File: config.mk
export PLATFORM = sky130hd
export DESIGN_NAME = json_number_recognizer_unit
export DESIGN_NICKNAME = d
export VERILOG_FILES = /design/src/hdl/jnr_pkg.sv /design/src/hdl/jnr_in_stage.sv /design/src/hdl/jnr_acceptor.sv /design/src/hdl/json_number_recognizer_unit.sv
export SDC_FILE = /design/constraint.sdc
export NUM_CORES = 1
export LEC_CHECK = 0
export BUFFER_PORTS_ARGS = -buffer_cell sky130_fd_sc_hd__buf_2
export CORE_ASPECT_RATIO = 1.25
export CORE_MARGIN = 4
export CORE_UTILIZATION = 35
export CTS_CLUSTER_DIAMETER = 30
export DETAILED_ROUTE_END_ITERATION = 10
export PLACE_DENSITY_LB_ADDON = 0.05
export RECOVER_POWER = 100
export SYNTH_ARGS = -nofsm -noshare
export SYNTH_HDL_FRONTEND = slang
export SYNTH_SLANG_ARGS = --single-unit
File: constraint.sdc
create_clock -name clk -period 4.3 [get_ports clk]
set_input_delay 0.645 -clock clk [delete_from_list [all_inputs] [get_ports clk]]
set_output_delay 0.645 -clock clk [all_outputs]
set_load 0.02 [all_outputs]
File: src/hdl/jnr_pkg.sv
`timescale 1ns / 1ps
// ----------------------------------------------------------------------------
// JSON number recognizer package
// Types and constants shared by the recognizer modules.
// ----------------------------------------------------------------------------
package jnr_pkg;

    localparam int unsigned MaxLengthDefault = 255;
    localparam int unsigned LenW = 8;
    localparam int unsigned ByteW = 8;

    typedef enum logic [2:0] {
        CLS_ZERO    = 3'd0,
        CLS_NZDIGIT = 3'd1,
        CLS_DOT     = 3'd2,
        CLS_EXP     = 3'd3,
        CLS_PLUS    = 3'd4,
        CLS_MINUS   = 3'd5,
        CLS_TERM    = 3'd6,
        CLS_OTHER   = 3'd7
    } char_class_t;

    typedef enum logic [3:0] {
        ST_INIT     = 4'd0,
        ST_NEG      = 4'd1,
        ST_ZERO     = 4'd2,
        ST_INT      = 4'd3,
        ST_DOT      = 4'd4,
        ST_FRAC     = 4'd5,
        ST_EXP_SIGN = 4'd6,
        ST_EXP_MARK = 4'd7,
        ST_EXP_DIG  = 4'd8,
        ST_DONE     = 4'd9,
        ST_NONE     = 4'd10,
        ST_ERR      = 4'd11
    } acc_state_t;

    typedef enum logic [1:0] {
        STAT_ACCEPT = 2'd0,
        STAT_NONE   = 2'd1,
        STAT_ERROR  = 2'd2
    } status_t;

    typedef struct packed {
        logic        valid;
        char_class_t cls;
        logic        restart;
    } stage_t;

endpackage

File: src/hdl/jnr_in_stage.sv
`timescale 1ns / 1ps
// ----------------------------------------------------------------------------
// JSON number recognizer input stage
// Classifies each text byte and holds the class and restart flag in a register.
// ----------------------------------------------------------------------------
module jnr_in_stage
    import jnr_pkg::*;
(
    input  logic               clk,
    input  logic               rst_n,
    input  logic               in_valid,
    output logic               in_ready,
    input  logic [ByteW-1:0]   text_byte,
    input  logic               restart,
    input  logic               advance,
    output stage_t             stage
);

    logic        valid_reg;
    logic        valid_next;
    char_class_t cls_reg;
    logic        restart_reg;
    char_class_t cls_comb;
    logic        take;

    always_comb
    begin
        if (text_byte == 8'h30) begin
            cls_comb = CLS_ZERO;
        end else if (text_byte inside {[8'h31:8'h39]}) begin
            cls_comb = CLS_NZDIGIT;
        end else if (text_byte == 8'h2E) begin
            cls_comb = CLS_DOT;
        end else if (text_byte inside {8'h45, 8'h65}) begin
            cls_comb = CLS_EXP;
        end else if (text_byte == 8'h2B) begin
            cls_comb = CLS_PLUS;
        end else if (text_byte == 8'h2D) begin
            cls_comb = CLS_MINUS;
        end else if (text_byte inside {8'h00, 8'h20, 8'h0A, 8'h0D, 8'h5D, 8'h2C, 8'h7D}) begin
            cls_comb = CLS_TERM;
        end else begin
            cls_comb = CLS_OTHER;
        end
    end

    assign in_ready = !valid_reg || advance;
    assign take     = in_valid && in_ready;

    always_comb
    begin
        if (take) begin
            valid_next = 1'b1;
        end else if (advance) begin
            valid_next = 1'b0;
        end else begin
            valid_next = valid_reg;
        end
    end

    always_ff @(posedge clk or negedge rst_n)
    begin
        if (!rst_n) begin
            valid_reg <= 1'b0;
        end else begin
            valid_reg <= valid_next;
        end
    end

    always_ff @(posedge clk)
    begin
        if (take) begin
            cls_reg     <= cls_comb;
            restart_reg <= restart;
        end
    end

    assign stage.valid   = valid_reg;
    assign stage.cls     = cls_reg;
    assign stage.restart = restart_reg;

endmodule

File: src/hdl/jnr_acceptor.sv
`timescale 1ns / 1ps
// ----------------------------------------------------------------------------
// JSON number recognizer acceptor
// Steps the number acceptor and length count, and holds the result register.
// ----------------------------------------------------------------------------
module jnr_acceptor
    import jnr_pkg::*;
#(
    parameter int unsigned MAX_LENGTH = MaxLengthDefault
)
(
    input  logic            clk,
    input  logic            rst_n,
    input  stage_t          stage,
    output logic            advance,
    output logic            out_valid,
    input  logic            out_ready,
    output logic [1:0]      status,
    output logic [LenW-1:0] consumed_length
);

    localparam logic [LenW-1:0] LenLimit =
        (MAX_LENGTH > 255) ? 8'd255 : LenW'(MAX_LENGTH);

    acc_state_t      state_reg;
    acc_state_t      state_next;
    logic [LenW-1:0] count_reg;
    logic [LenW-1:0] count_next;
    logic            out_valid_reg;
    logic            out_valid_next;
    status_t         status_reg;
    logic [LenW-1:0] length_reg;
    acc_state_t      cur;
    acc_state_t      nxt;
    logic [LenW-1:0] cnt;
    logic            digit;
    logic            terminal;
    status_t         stat_comb;

    assign cur   = stage.restart ? ST_INIT : state_reg;
    assign cnt   = stage.restart ? '0 : count_reg;
    assign digit = (stage.cls == CLS_ZERO) || (stage.cls == CLS_NZDIGIT);

    always_comb
    begin
        case (cur)
            ST_NEG:
            begin
                if (stage.cls == CLS_ZERO) nxt = ST_ZERO;
                else if (digit) nxt = ST_INT;
                else nxt = ST_ERR;
            end
            ST_ZERO:
            begin
                if (stage.cls == CLS_DOT) nxt = ST_DOT;
                else if (stage.cls == CLS_EXP) nxt = ST_EXP_MARK;
                else if (stage.cls == CLS_TERM) nxt = ST_DONE;
                else nxt = ST_ERR;
            end
            ST_INT:
            begin
                if (digit) nxt = ST_INT;
                else if (stage.cls == CLS_DOT) nxt = ST_DOT;
                else if (stage.cls == CLS_EXP) nxt = ST_EXP_MARK;
                else if (stage.cls == CLS_TERM) nxt = ST_DONE;
                else nxt = ST_ERR;
            end
            ST_DOT:
            begin
                if (digit) nxt = ST_FRAC;
                else if (stage.cls == CLS_TERM) nxt = ST_DONE;
                else nxt = ST_ERR;
            end
            ST_FRAC:
            begin
                if (digit) nxt = ST_FRAC;
                else if (stage.cls == CLS_EXP) nxt = ST_EXP_MARK;
                else if (stage.cls == CLS_TERM) nxt = ST_DONE;
                else nxt = ST_ERR;
            end
            ST_EXP_MARK:
            begin
                if (stage.cls == CLS_PLUS || stage.cls == CLS_MINUS) nxt = ST_EXP_SIGN;
                else if (digit) nxt = ST_EXP_DIG;
                else nxt = ST_ERR;
            end
            ST_EXP_SIGN:
            begin
                if (digit) nxt = ST_EXP_DIG;
                else nxt = ST_ERR;
            end
            ST_EXP_DIG:
            begin
                if (digit) nxt = ST_EXP_DIG;
                else if (stage.cls == CLS_TERM) nxt = ST_DONE;
                else nxt = ST_ERR;
            end
            default:
            begin
                if (stage.cls == CLS_MINUS) nxt = ST_NEG;
                else if (stage.cls == CLS_ZERO) nxt = ST_ZERO;
                else if (stage.cls == CLS_NZDIGIT) nxt = ST_INT;
                else nxt = ST_NONE;
            end
        endcase
    end

    always_comb
    begin
        case (nxt)
            ST_DONE: stat_comb = STAT_ACCEPT;
            ST_NONE: stat_comb = STAT_NONE;
            default: stat_comb = STAT_ERROR;
        endcase
    end

    assign terminal = (nxt == ST_DONE) || (nxt == ST_NONE) || (nxt == ST_ERR);
    assign advance  = stage.valid && (!terminal || !out_valid_reg || out_ready);

    always_comb
    begin
        state_next     = state_reg;
        count_next     = count_reg;
        out_valid_next = out_valid_reg && !out_ready;
        if (advance) begin
            if (terminal) begin
                state_next     = ST_INIT;
                count_next     = '0;
                out_valid_next = 1'b1;
            end else begin
                state_next = nxt;
                count_next = (cnt < LenLimit) ? cnt + 1'b1 : cnt;
            end
        end
    end

    always_ff @(posedge clk or negedge rst_n)
    begin
        if (!rst_n) begin
            state_reg     <= ST_INIT;
            count_reg     <= '0;
            out_valid_reg <= 1'b0;
        end else begin
            state_reg     <= state_next;
            count_reg     <= count_next;
            out_valid_reg <= out_valid_next;
        end
    end

    always_ff @(posedge clk)
    begin
        if (advance && terminal) begin
            status_reg <= stat_comb;
            length_reg <= cnt;
        end
    end

    assign out_valid       = out_valid_reg;
    assign status          = status_reg;
    assign consumed_length = length_reg;

endmodule

File: src/hdl/json_number_recognizer_unit.sv
// The ending byte goes through the input register, then the result register.
// Throughput: one byte per cycle; the input register and the result register let
// the input keep flowing while a result waits, and only a second result stalls it.
// Reset: rst_n clears the acceptor to its initial state, the count to zero and
// both valid flags; no clearing pass is needed.
`timescale 1ns / 1ps
// ----------------------------------------------------------------------------
// JSON number recognizer
// Recognizes JSON-style numbers in a byte stream and reports status and length.
// ----------------------------------------------------------------------------
module json_number_recognizer_unit
    import jnr_pkg::*;
#(
    parameter int unsigned MAX_LENGTH = MaxLengthDefault
)
(
    input  logic             clk,
    input  logic             rst_n,
    input  logic             in_valid,
    output logic             in_ready,
    input  logic [ByteW-1:0] text_byte,
    input  logic             restart,
    output logic             out_valid,
    input  logic             out_ready,
    output logic [1:0]       status,
    output logic [LenW-1:0]  consumed_length
);

    stage_t stage;
    logic   advance;

    jnr_in_stage u_in_stage (
        .clk       (clk),
        .rst_n     (rst_n),
        .in_valid  (in_valid),
        .in_ready  (in_ready),
        .text_byte (text_byte),
        .restart   (restart),
        .advance   (advance),
        .stage     (stage)
    );

    jnr_acceptor #(
        .MAX_LENGTH (MAX_LENGTH)
    ) u_acceptor (
        .clk             (clk),
        .rst_n           (rst_n),
        .stage           (stage),
        .advance         (advance),
        .out_valid       (out_valid),
        .out_ready       (out_ready),
        .status          (status),
        .consumed_length (consumed_length)
    );

endmodule

After elaboration in Yosys (flattened, before gate mapping). Cells that the tools add are included.

Register bits: 28. Bits in latches: 0. Memory bits (writable): 0. Bits in read-only memories: 0. Output and inout port bits: 12. Memories kept: 0.

Add/sub/neg operators: 1. Multiply operators: 0. Divide/modulo/power cells: 0. Order comparisons: 3. Equality and inequality tests: 29. Shift operators: 0. Muxes and demuxes: 31. Bitwise operators: 0. Reductions and logical operators: 23.

Operators with widths (number): 4-bit 2-to-1 mux (13); 8-bit by 6-bit equality test with 1-bit output (second input constant) (6); 8-bit by 7-bit equality test with 1-bit output (second input constant) (4); 4-bit one-hot mux with 8 select lines (1); 8-bit 2-to-1 mux (3); 4-bit by 3-bit equality test with 1-bit output (second input constant) (4); 4-bit equality test (second input constant) (4); 8-bit by 4-bit equality test with 1-bit output (second input constant) (2); 2-bit 2-to-1 mux (5); 3-bit equality test (second input constant) (3); 8-bit by 1-bit adder with 8-bit output (second input constant) (1); 4-bit by 2-bit equality test with 1-bit output (second input constant) (2); 8-bit by 6-bit >= comparator with 1-bit output (second input constant) (1); 8-bit by 6-bit <= comparator with 1-bit output (second input constant) (1); 8-bit logical NOT (1); 8-bit < comparator (second input constant) (1); 1-bit logical OR (7); 7-bit nonzero test (1); 3-bit by 2-bit equality test with 1-bit output (second input constant) (2); 1-bit 2-to-1 mux (6); 3-bit 2-to-1 mux (2); 1-bit logical AND (5); 4-bit by 1-bit equality test with 1-bit output (second input constant) (1); 1-bit logical NOT (4); other kinds (6) (7).

Longest topological paths before layout. Gate-level depths: netlist of run 1.

Word-level depth: 16. Depth in mapped cells: 10. Depth with buffers taken out: 9.

Hierarchy. Synthesis of run 1 repeated with hierarchy kept, for this count alone.

Cells, all modules: 195. Area, all modules: 1904.3 µm².

By module, submodules not included: jnr_acceptor (times used 1, cells each 160, area an instance 1546.5 µm², sequential area each 625.6 µm²); jnr_in_stage (times used 1, cells each 35, area an instance 357.8 µm², sequential area each 145.1 µm²).

Worst setup path after synthesis of run 1. Ideal clock, no wire load.

Kind: flip-flop to flip-flop. Start: reg u_acceptor.state_reg[3]. End: reg u_acceptor.length_reg[0], in the netlist u_acceptor.consumed_length[0] (enable). Setup time: 390 ps. Arrival: 2466 ps. Data required time: 3910 ps. Slack: 1444 ps. Stages on the path, launching flop included: 9. Buffers on the path: 2. Cell sequence: dfrtp_1 > buf_4 > or4_4 > a311oi_2 > a211o_2 > a21oi_4 > nand2b_1 > buf_6 > nor3_1.

Longest elaborated chain between the ends: 11.

RTL lines: start: declaration (line jnr_acceptor.sv:25) `acc_state_t state_reg;`; start signal: assignment (line jnr_acceptor.sv:144) `state_reg <= state_next;`; 4-bit 2-to-1 mux (*) (line jnr_acceptor.sv:40) `assign cur = stage.restart ? ST_INIT : state_reg;`; 4-bit equality test (tied with other cells) (line jnr_acceptor.sv:46) `case (cur)`; 4-bit one-hot mux with 8 select lines (*) (line jnr_acceptor.sv:46); 4-bit equality test (line jnr_acceptor.sv:117) `assign terminal = (nxt == ST_DONE) || (nxt == ST_NONE) || (nxt == ST_ERR);`; 1-bit logical OR (line jnr_acceptor.sv:117); 1-bit logical OR (*) (line jnr_acceptor.sv:117); 1-bit logical NOT (line jnr_acceptor.sv:118) `assign advance = stage.valid && (!terminal || !out_valid_reg || out_ready);`; 1-bit logical OR (2 in a row) (line jnr_acceptor.sv:118); 1-bit logical AND (line jnr_acceptor.sv:118); 1-bit logical AND (*) (line jnr_acceptor.sv:152) `if (advance && terminal) begin`; end signal: assignment (line jnr_acceptor.sv:154) `length_reg <= cnt;`; end: declaration (line jnr_acceptor.sv:32) `logic [LenW-1:0] length_reg;`.

Every way passes the cells marked *; elsewhere a longest branch is shown, timed or not. A chain may end at the register's enable or synchronous reset.

Worst setup path after layout of run 1.
Start: reg u_acceptor.state_reg[1]. End: out in_ready.

Longest elaborated chain between the ends: 11.

RTL lines: 4-bit 2-to-1 mux (*) (line jnr_acceptor.sv:40); 4-bit equality test (tied with other cells) (line jnr_acceptor.sv:46); 4-bit one-hot mux with 8 select lines (*) (line jnr_acceptor.sv:46); 4-bit equality test (line jnr_acceptor.sv:117); 1-bit logical OR (line jnr_acceptor.sv:117); 1-bit logical OR (*) (line jnr_acceptor.sv:117); 1-bit logical NOT (*) (line jnr_acceptor.sv:118); 1-bit logical OR (*) (2 in a row) (line jnr_acceptor.sv:118); 1-bit logical AND (*) (line jnr_acceptor.sv:118); 1-bit logical OR (*) (line jnr_in_stage.sv:47) `assign in_ready = !valid_reg || advance;`; end: declaration (line json_number_recognizer_unit.sv:20) `output logic in_ready,`.

Marks and branches as above.

==> results of run 1 <==
## metrics by stage
stage	total power [mW]	instance area [µm²]	hold slack, ns	instances
5_1_grt	0.8899	1997	0.5189	271
3_5_place_dp	0.6648	1989	0.4971	267
2_1_floorplan	0.5942	1856	0.3494	193
6_report	0.8364	1997	0.4402	271
3_3_place_gp	0.6635	1989	0.4864	267
4_1_cts	0.8766	2061	0.2739	271
## cell type report
| cell class | instances | area [µm²] |
|---|---|---|
| clock buffers | 3 | 41.29 |
| clock inverters | 1 | 30.03 |
| fillers | 510 | 3119 |
| inverters | 9 | 33.78 |
| multi-input cells | 143 | 938.4 |
| flip-flops and latches | 28 | 770.7 |
| well taps | 62 | 77.57 |
| repair buffers | 25 | 105.1 |
## layout by cell type (no fill, tap or decap), drive strengths merged, types with 6 or more instances in the layout
master  instances
dfrtp          14
nor2           12
nand3           7
nor3            8
nand2b          6
o21ai           8
nor2b          12
clkbuf         19
edfxtp         14
a32o            8
inv             9
nand2          15
a21oi          10
buf             9
## worst min-delay path by stage
stage	to	slack, ns	cells past startpoint
floorplan	u_acceptor.count_reg[0]$_DFFE_PN0P_	0.35	0
global placement	u_acceptor.count_reg[5]$_DFFE_PN0P_	0.49	1
detailed placement	u_acceptor.count_reg[5]$_DFFE_PN0P_	0.50	1
CTS	u_acceptor.count_reg[6]$_DFFE_PN0P_	0.27	1
global route	u_acceptor.count_reg[3]$_DFFE_PN0P_	0.52	1
finish	u_in_stage.valid_reg$_DFFE_PN0P_	0.44	1
## cell families (layout without fill, tap and decap cells)
logic type,count (synthesis),in the layout,share of synthesized area
compound gates,53,53,0.2353
xor+xnor,4,4,0.01888
fa+ha+maj,1,1,0.006742
buf+inv,22,38,0.05664
flops,28,28,0.4154
mux,3,3,0.01753
simple gates,82,82,0.2495
## where the power goes
part | leakage (nW) | switching (mW) | total (mW) | internal [mW]
Sequential | 0.317 | 0.0515 | 0.386 | 0.335
Combinational | 0.392 | 0.154 | 0.239 | 0.0852
Clock | 0.0357 | 0.0866 | 0.211 | 0.125
Total | 0.745 | 0.292 | 0.836 | 0.544
## routing by layer
metal	part of all wire	wire length, µm	GRT usage	vias to the layer above
met5	0	0	0	-
met4	0.012	50	0.04195	0
met3	0.028	121	0.01462	4
met2	0.53	2249	0.2766	21
met1	0.43	1858	0.1588	745
li1	-	-	-	764
## worst max-delay path, stage by stage, from the launching register on
cell and delay (ns):
dfrtp_1 0.56, or4_1 0.59, a311oi_1 0.36, nand2_1 0.14, a21oi_1 0.44, nor2_1 0.15, nand3_1 0.12, clkbuf_1 0.24
==> results by group, run 1 <==
Worst setup path
  – Crit path launch: u_acceptor.state_reg[1]$_DFFE_PN0P_
  – RR Endpoint: u_acceptor.consumed_length[6]$_DFFE_PP_
  – Worst setup endpoint: in_ready
  – Crit path capture type: primary output
  – Arrival @ worst endpoint: 2.87 ns
  – Setup crit start kind: flop
  – Worst reg2reg path depth: 7
  – Critical path type: flop to primary output
  – R2r setup slk: ~1.1 ns
  – Worst R2R Start: u_acceptor.state_reg[1]$_DFFE_PN0P_
  – CP max FO: 17
  – Crit path required time: around 3.7 ns

Flow run
  – Maxcap violations: 0

Clocking
  – Cts repair resizes: 0
  – Clock latency at the later pin of the worst-skew pair: around 0.27 ns
  – Cts bufs inserted: 3
  – CTS tree: yes
  – Clock Path Buffers: 2
  – Root Driver: clkbuf_8
  – Worst-path clk slew: roughly 0.1 ns
  – H-Tree Depth: 1
  – Post-CTS setup buffer count: 0
  – Hold Buf Count CTS: 0
  – # clock sinks: 28

Power
  – Max VDD drop: approximately 150 µV
  – Pwr dens: approximately 420 mW/mm²
  – Pleak: between 0.7 and 0.8 nW

STA
  – Slew margin rel.: 0.1636
  – Hold Fails Final Rpt: 0
  – Skew final: roughly 0.0045 ns
  – RSZ-0062 raised after global routing: false
  – Setup TNS Final: 0 ns
  – Final min period: 3.510 ns
  – Fin crit share: 0.8163
  – Min setup slack post-route: between 0.7 and 0.8 ns
  – Worst-Margin Slew: 1.244 ns
  – Max Clk Rate: ~0.28 GHz
  – Pins Over Slew Limit: 0
  – Final setup fails: 0

Die
  – Die ar.: around 0.0065 mm²
  – Initial Utilization: 0.3627
  – Die Span X: about 73 µm
  – Boundary pin count: 25
  – Row count: 29
  – Core area: 0.005116 mm²
  – DIE HEIGHT: 89.41 µm

Global routing
  – Total global-route track usage: 0.1418
  – GRT overflow: 0
  – Largest net degree at the start of global routing: 20
  – Vias in the first global route: between 1500 and 2000
  – Initial antenna violation count: 0
  – First-pass GRT wire length: approximately 7200 µm

Synthesis
  – Top cells by count, synth: nand2_1, dfrtp_1, edfxtp_1, nor2_1, nor2b_1
  – Commonest register cell after synthesis: edfxtp_1
  – Syn Inst Count: roughly 190
  – Synth cell types: 58
  – Area leader, netlist: edfxtp_1
  – Synth top area share: 0.2266
  – Synthesized Nets: about 210
  – Fraction of registers with async set/reset: 0.5000
  – Synth Area per Inst: 9.614 µm²
  – Synth top area cells: edfxtp_1, dfrtp_1, a32o_1, nor2b_1, nand2_1
  – Number of synthesized flops with an enable pin: 14
  – Dominant cell by count in the synthesized netlist: nand2_1
  – Mapped cell area: about 0.0019 mm²
  – Yosys reg bits: 28
  – Warnings from Yosys: 0
  – Seq/Total Area, Yosys: 0.4154

Detailed routing
  – Starting DRT DRC Count: slightly below 80
  – Drt drc: 0
  – Routed Antenna Nets: 0
  – DR vias/cell: around 5.7
  – Final wirelength: about 4300 µm
  – WL per Instance: 15.79 µm
  – 1st-pass router iterations: 4
  – DR vias: between 1500 and 2000

Place
  – DP Wirelength: 3198 µm
  – Dpl ws: around 1.4 ns
  – GPL Wtd Cong: 0.8126
  – Port Buf Inserts: 24

Status
  – Outcome: finished, final reports clean

Cells and area
  – Layout Utilization: 0.3903
  – Area Overhead vs Synth: 7.620%
  – Layout cells sized above 1: 0.08612
  – ANT cells: 0
  – Fin nets: 224

Hold path
  – HP Class: input port to async pin
No activity file was read; power rests on OpenSTA's default activity.
==> run 2, diff against run 1 <==
ABC_AREA = 1   (was not set)
clock period = 3.21 ns   (was 4.3 ns; I/O delays follow)
==> run 2 against run 1 <==
  * Combinational power rose by 130%
  * Critical path type unchanged
  * Setup slack got worse by 0.49 ns
  * Register-to-register slack got worse by 0.71 ns
  * Sequential power is 44% higher
  * Die area grew 0.91%
  * Largest cell class unchanged
  * First-iteration DRC count up 51%
==> results by group, run 2 <==
Worst setup path
  – CP peak stage delay: approximately 0.56 ns
  – Delay-heaviest family, CP: simple AND/OR/NAND/NOR gates
  – Crit path capture type: primary output
  – Setup crit start kind: flop
  – CP Depth: 13
  – WP buf/inv: 3
  – Most used cell, CP: nand2_1
  – Critical path type: flop to primary output
  – Crit path required time: 2.73 ns
  – Worst R2R Start: u_in_stage.restart_reg$_DFFE_PP_
  – Max stage delay cell, worst path: edfxtp_1
  – CP Cell Sequence: inv_6 > nand2_1 > nor2_2 > nand2_1 > nand3_1 > nand2_1 > nand3_2 > nand2_2 > nand2_4 > nand2_2 > inv_1 > nand3_1 > clkbuf_2
  – Arrival @ worst endpoint: ~2.4 ns
  – Worst reg2reg path depth: 11
  – CP max FO: 12
  – Crit path launch: u_in_stage.restart_reg$_DFFE_PP_

STA
  – Setup TNS Final: 0 ns
  – Pins Over Slew Limit: 0
  – Slew margin rel.: 0.4616
  – Fin crit share: 0.9067
  – Hold Fails Final Rpt: 0
  – Final min period: a little under 3 ns
  – Final setup fails: 0
  – Worst-Margin Slew: around 0.81 ns
  – Skew final: roughly 0.0060 ns
  – RSZ-0062 raised after global routing: false
  – Max Clk Rate: 0.3436 GHz

Synthesis
  – Seq/Total Area, Yosys: 0.4112
  – Area leader, netlist: edfxtp_1
  – Commonest register cell after synthesis: edfxtp_1
  – Dominant cell by count in the synthesized netlist: nand2_1
  – Syn Inst Count: around 250
  – Synth cell types: 37
  – Number of synthesized flops with an enable pin: 14
  – Top cells by count, synth: nand2_1, nand3_1, inv_1, nor2_1
  – Synth top area share: 0.2243
  – Mapped cell area: around 0.0019 mm²
  – Yosys reg bits: 28
  – Warnings from Yosys: 0
  – Synthesized Nets: approximately 260
  – Fraction of registers with async set/reset: 0.5000
  – Synth Area per Inst: about 7.6 µm²
  – Synth top area cells: edfxtp_1, dfrtp_1, nand2_1, nand3_1, inv_1

Global routing
  – GRT overflow: 0
  – Vias in the first global route: 1587
  – Largest net degree at the start of global routing: 17
  – First-pass GRT wire length: just over 7000 µm
  – Total global-route track usage: 0.1314
  – Initial antenna violation count: 0

Hold path
  – HP Class: input port to async pin

Detailed routing
  – DR vias: 1608
  – Final wirelength: approximately 4200 µm
  – WL per Instance: 12.58 µm
  – Drt drc: 0
  – 1st-pass router iterations: 4
  – DR vias/cell: approximately 4.8
  – Starting DRT DRC Count: about 120
  – Routed Antenna Nets: 0

Die
  – Row count: 29
  – Die Span X: 73.46 µm
  – Die ar.: ~0.0066 mm²
  – DIE HEIGHT: 89.82 µm
  – Core area: 0.005116 mm²
  – Boundary pin count: 25
  – Initial Utilization: 0.3663

Cells and area
  – Commonest non-fill, non-tap cell in the layout: nand2_1
  – Area Overhead vs Synth: 10.15%
  – Non-Filler Instances: around 330
  – Commonest non-fill, non-tap cells in the layout: nand2_1, nand3_1, inv_1
  – Fin nets: roughly 290
  – Layout cells sized above 1: 0.1370
  – ANT cells: 0
  – Finished Cell Area: 0.002064 mm²

Clocking
  – Clock Path Buffers: 2
  – Worst-path clk slew: approximately 0.10 ns
  – Cts repair resizes: 0
  – # clock sinks: 28
  – Clock latency at the later pin of the worst-skew pair: 0.27 ns
  – Hold Buf Count CTS: 0
  – Root Driver: clkbuf_8
  – H-Tree Depth: 1
  – CTS tree: yes
  – Cts bufs inserted: 3
  – Post-CTS setup buffer count: 0

Status
  – Outcome: finished, final reports clean

Flow run
  – Maxcap violations: 0

Place
  – GPL Wtd Cong: about 0.87
  – Placed Cells: 328
  – Placed inst area: roughly 0.0020 mm²
  – Port Buf Inserts: 24
  – DP Wirelength: 3281 µm

Power
  – Pleak: 0.9859 nW
  – Tot Pwr: 1.386 mW
  – Max VDD drop: 358.2 µV
  – Pwr dens: between 600 and 700 mW/mm²
[run 2: changes by cell type in the layout (fill, tap and decap cells not counted), sizes merged, moves of 8 or more]
cell	previous run	this run
nor2	12	34
nand2	15	70
nand3	7	35
a32o	8	0
nor2b	12	0
inv	9	35
[run 2: path summary, 6_finish.rpt]
path / to / slack (ns)
max in group asynchronous: u_acceptor.out_valid$_DFF_PN0_ / 2.45
worst min register to register: u_acceptor.count_reg[2]$_DFFE_PN0P_ / 0.48
worst min-delay path: u_acceptor.count_reg[5]$_DFFE_PN0P_ / 0.26
min in group clk: u_in_stage.restart_reg$_DFFE_PP_ / 0.38
worst max register to register: u_in_stage.cls_reg[2]$_SDFFCE_PP0P_ / 0.38
worst max-delay path: in_ready / 0.30
[run 2: worst register-to-register path: cells and delay by family, from the launching register on]
kind / cells / cell delay (ns)
buffers and inverters: 1 / 0.16
and+or+nand+nor: 8 / 1.15
DFF: 1 / 0.56
AOI/OAI and AO/OA: 2 / 0.63
[run 2: layer usage]
layer	vias to the layer above	global-route usage	wire, µm
met5	-	0	0
met4	0	0.03323	36
met3	4	0.02009	155
met2	42	0.2115	1962
met1	705	0.1817	2022
li1	857	-	-
[run 2: cells by family (layout without fill, tap and decap cells)]
kind of cell,Yosys count,in the layout,share of synthesized area
compound gates,22,22,0.07744
xor+xnor,4,4,0.01870
fa+ha+maj,1,1,0.006675
buf+inv,40,63,0.09345
flops,28,28,0.4112
simple gates,152,152,0.3925
[run 2: where the power goes]
| group | switching, mW | total [mW] | internal [mW] |
|---|---|---|---|
| clock | 0.111 | 0.277 | 0.167 |
| sequential | 0.0673 | 0.557 | 0.489 |
| combinational | 0.404 | 0.552 | 0.149 |
| total | 0.581 | 1.39 | 0.805 |
[run 2: cell type report]
type | instances | area [µm²]
clock inverter | 1 | 30.03
clock buffer | 3 | 41.29
inverter | 35 | 136.4
timing repair buffer | 24 | 103.9
tap | 62 | 77.57
fill | 521 | 3052
multi-input combinational | 179 | 904.6
sequential | 28 | 770.7
[run 2: through the flow]
| step | util | worst slack [ns] | hold WS (ns) |
|---|---|---|---|
| 2_1_floorplan | - | 1.131 | 0.1859 |
| 3_3_place_gp | 0.3974 | 0.5367 | 0.4043 |
| 3_5_place_dp | 0.3974 | 0.5433 | 0.4073 |
| 4_1_cts | 0.4113 | 0.2576 | 0.09604 |
| 5_1_grt | 0.4035 | 0.07224 | 0.3141 |
| 6_report | 0.4035 | 0.2996 | 0.2620 |
==> run 3, diff against run 2 <==
clock period = 3.1 ns   (was 3.21 ns; I/O delays follow)
==> run 3 against run 2 <==
  * Routed wire length increased by 1.8%
  * Sequential power rose by 3%
  * Critical endpoint unchanged
  * Utilization is essentially flat
  * Final cell count is 0.30% higher
  * Worst hold slack worse by 0.037 ns
  * Non-clock buffer count is 1 higher
  * Clock power up 8.3%
  * Highest routed layer unchanged
  * Die area unchanged
  * Largest power group unchanged
  * Sequential cell count stayed put
  * Cell area about the same
  * Sequential share of layout area about the same
  * Setup slack got worse by 0.051 ns
==> results by group, run 3 (synthesized netlist as in run 2, its figures left out) <==
Clocking
  – Clock Path Buffers: 2
  – Hold Buf Count CTS: 0
  – Worst-path clk slew: 0.10 ns
  – Clock latency at the later pin of the worst-skew pair: around 0.29 ns
  – Cts repair resizes: 0
  – Root Driver: clkbuf_8
  – # clock sinks: 28
  – H-Tree Depth: 1
  – Cts bufs inserted: 3
  – CTS tree: yes
  – Post-CTS setup buffer count: 0

Detailed routing
  – Final wirelength: approximately 4300 µm
  – Routed Antenna Nets: 0
  – DR vias: around 1700
  – Drt drc: 0
  – WL per Instance: approximately 13 µm
  – Starting DRT DRC Count: 127
  – DR vias/cell: between 5 and 6
  – 1st-pass router iterations: 5

Worst setup path
  – Setup crit start kind: flop
  – Crit path capture type: primary output
  – R2r setup slk: around 0.28 ns
  – Worst R2R Start: u_acceptor.state_reg[3]$_DFFE_PN0P_
  – Crit path required time: 2.63 ns
  – CP max FO: 12
  – Arrival @ worst endpoint: about 2.4 ns
  – Critical path type: flop to primary output
  – Worst reg2reg path depth: 11
  – RR Endpoint: u_in_stage.restart_reg$_DFFE_PP_

Die
  – Boundary pin count: 25
  – DIE HEIGHT: between 80 and 90 µm
  – Row count: 29
  – Die Span X: about 73 µm
  – Die ar.: between 0.006 and 0.007 mm²
  – Core area: a little over 0.005 mm²
  – Initial Utilization: 0.3663

Global routing
  – Met1 track demand over resource: 0.1865
  – Largest net degree at the start of global routing: 17
  – Busiest grt layer: met2
  – Met3 usage: 0.02232
  – Met2 Use GR: 0.2197
  – Initial antenna violation count: 0
  – Vias in the first global route: 1582
  – Total global-route track usage: 0.1397
  – First-pass GRT wire length: approximately 7300 µm
  – GRT overflow: 0

STA
  – Slew margin rel.: 0.4650
  – Max Clk Rate: ~0.35 GHz
  – Setup TNS Final: 0 ns
  – Pins Over Slew Limit: 0
  – Hold Fails Final Rpt: 0
  – Min setup slack post-route: about 0.25 ns
  – Final setup fails: 0
  – RSZ-0062 raised after global routing: false
  – Skew final: roughly 0.0067 ns
  – Worst-Margin Slew: 0.8024 ns
  – Final min period: around 2.9 ns
  – Fin crit share: 0.9199

Cells and area
  – Footprint of the multi-input gates: approximately 900 µm²
  – Sequential Area: 770.7 µm²
  – Commonest non-fill, non-tap cell in the layout: nand2_1
  – Layout Utilization: 0.4038
  – Area Overhead vs Synth: 10.21%
  – Commonest non-fill, non-tap cells in the layout: nand2_1, nand3_1, inv_1
  – ANT cells: 0
  – Fillcell total: around 530
  – Fin nets: 286
  – Layout cells sized above 1: 0.1328

Power
  – Psw: a little over 0.6 mW
  – Max VDD drop: 269.3 µV
  – Pleak: a little under 1 nW
  – Switching share of total power: 0.4252
  – Combinational Power Share: 0.396
  – Internal power: 0.8337 mW
  – Clock power share: 0.207
  – Pwr dens: 702.2 mW/mm²
  – Seq pwr share: 0.396

Flow run
  – Maxcap violations: 0

Status
  – Outcome: finished, final reports clean

Place
  – GPL Wtd Cong: about 0.85
  – Dpl ws: approximately 0.55 ns
  – DP Wirelength: around 3300 µm
  – Port Buf Inserts: 24

Hold path
  – HP Class: input port to async pin
run 3: changes by cell type in the layout (fill, tap and decap cells not counted):
cell / before / now
clkbuf_1: 13 / 14
nand2_1: 63 / 64
nand2_2: 5 / 4
run 3: final cells by class:
cell class	count	area share
clock buffers	3	0.01999
clock inverters	1	0.01454
inverters	35	0.06602
multi-input cells	179	0.4367
flip-flops and latches	28	0.3731
well taps	62	0.03755
repair buffers	25	0.05209
run 3: per-layer routing:
| metal | part of all wire | vias up |
|---|---|---|
| li1 | - | 853 |
| met4 | 0.022 | 0 |
| met2 | 0.48 | 42 |
| met1 | 0.46 | 768 |
| met3 | 0.043 | 8 |
| met5 | 0 | - |
run 3: worst max path at each step:
stage | start | to | slack [ns]
finish | u_acceptor.state_reg[3]$_DFFE_PN0P_ | in_ready | 0.25
CTS | u_acceptor.state_reg[3]$_DFFE_PN0P_ | in_ready | 0.27
global placement | u_in_stage.restart_reg$_DFFE_PP_ | u_acceptor.consumed_length[6]$_DFFE_PP_ | 0.53
detailed placement | u_in_stage.restart_reg$_DFFE_PP_ | u_acceptor.consumed_length[7]$_DFFE_PP_ | 0.55
floorplan | u_in_stage.restart_reg$_DFFE_PP_ | in_ready | 1.04
global route | u_acceptor.state_reg[3]$_DFFE_PN0P_ | u_in_stage.cls_reg[1]$_SDFFCE_PP0P_ | 0.03
run 3: worst max-delay path, stage by stage, from the launching register on:
cell,delay [ns]
dfrtp_1,0.48
o21ai_2,0.35
nand2_1,0.19
nand2_2,0.12
nor2_4,0.05
nand2_4,0.08
nand3_2,0.08
nand2_2,0.11
nand2_4,0.05
nand2_2,0.18
inv_1,0.11
nand3_1,0.10
clkbuf_2,0.19
run 3: power groups by stage:
stage | Clock (mW) | Sequential, mW | Combinational [mW]
6_report | 0.300 | 0.575 | 0.575
5_1_grt | 0.324 | 0.587 | 0.651
4_1_cts | 0.309 | 0.577 | 0.620
3_5_place_dp | 0 | 0.584 | 0.619
3_3_place_gp | 0 | 0.583 | 0.618
2_1_floorplan | 0 | 0.633 | 0.420
run 3: per-stage QoR:
step	hold slack, ns	power [mW]	instance area, µm²	std cells
detailed placement	0.3915	1.203	2041	329
CTS	0.06789	1.506	2112	333
finish	0.2250	1.451	2066	333
global route	0.2940	1.562	2066	333
floorplan	0.1694	1.053	1874	247
global placement	0.3910	1.201	2041	329
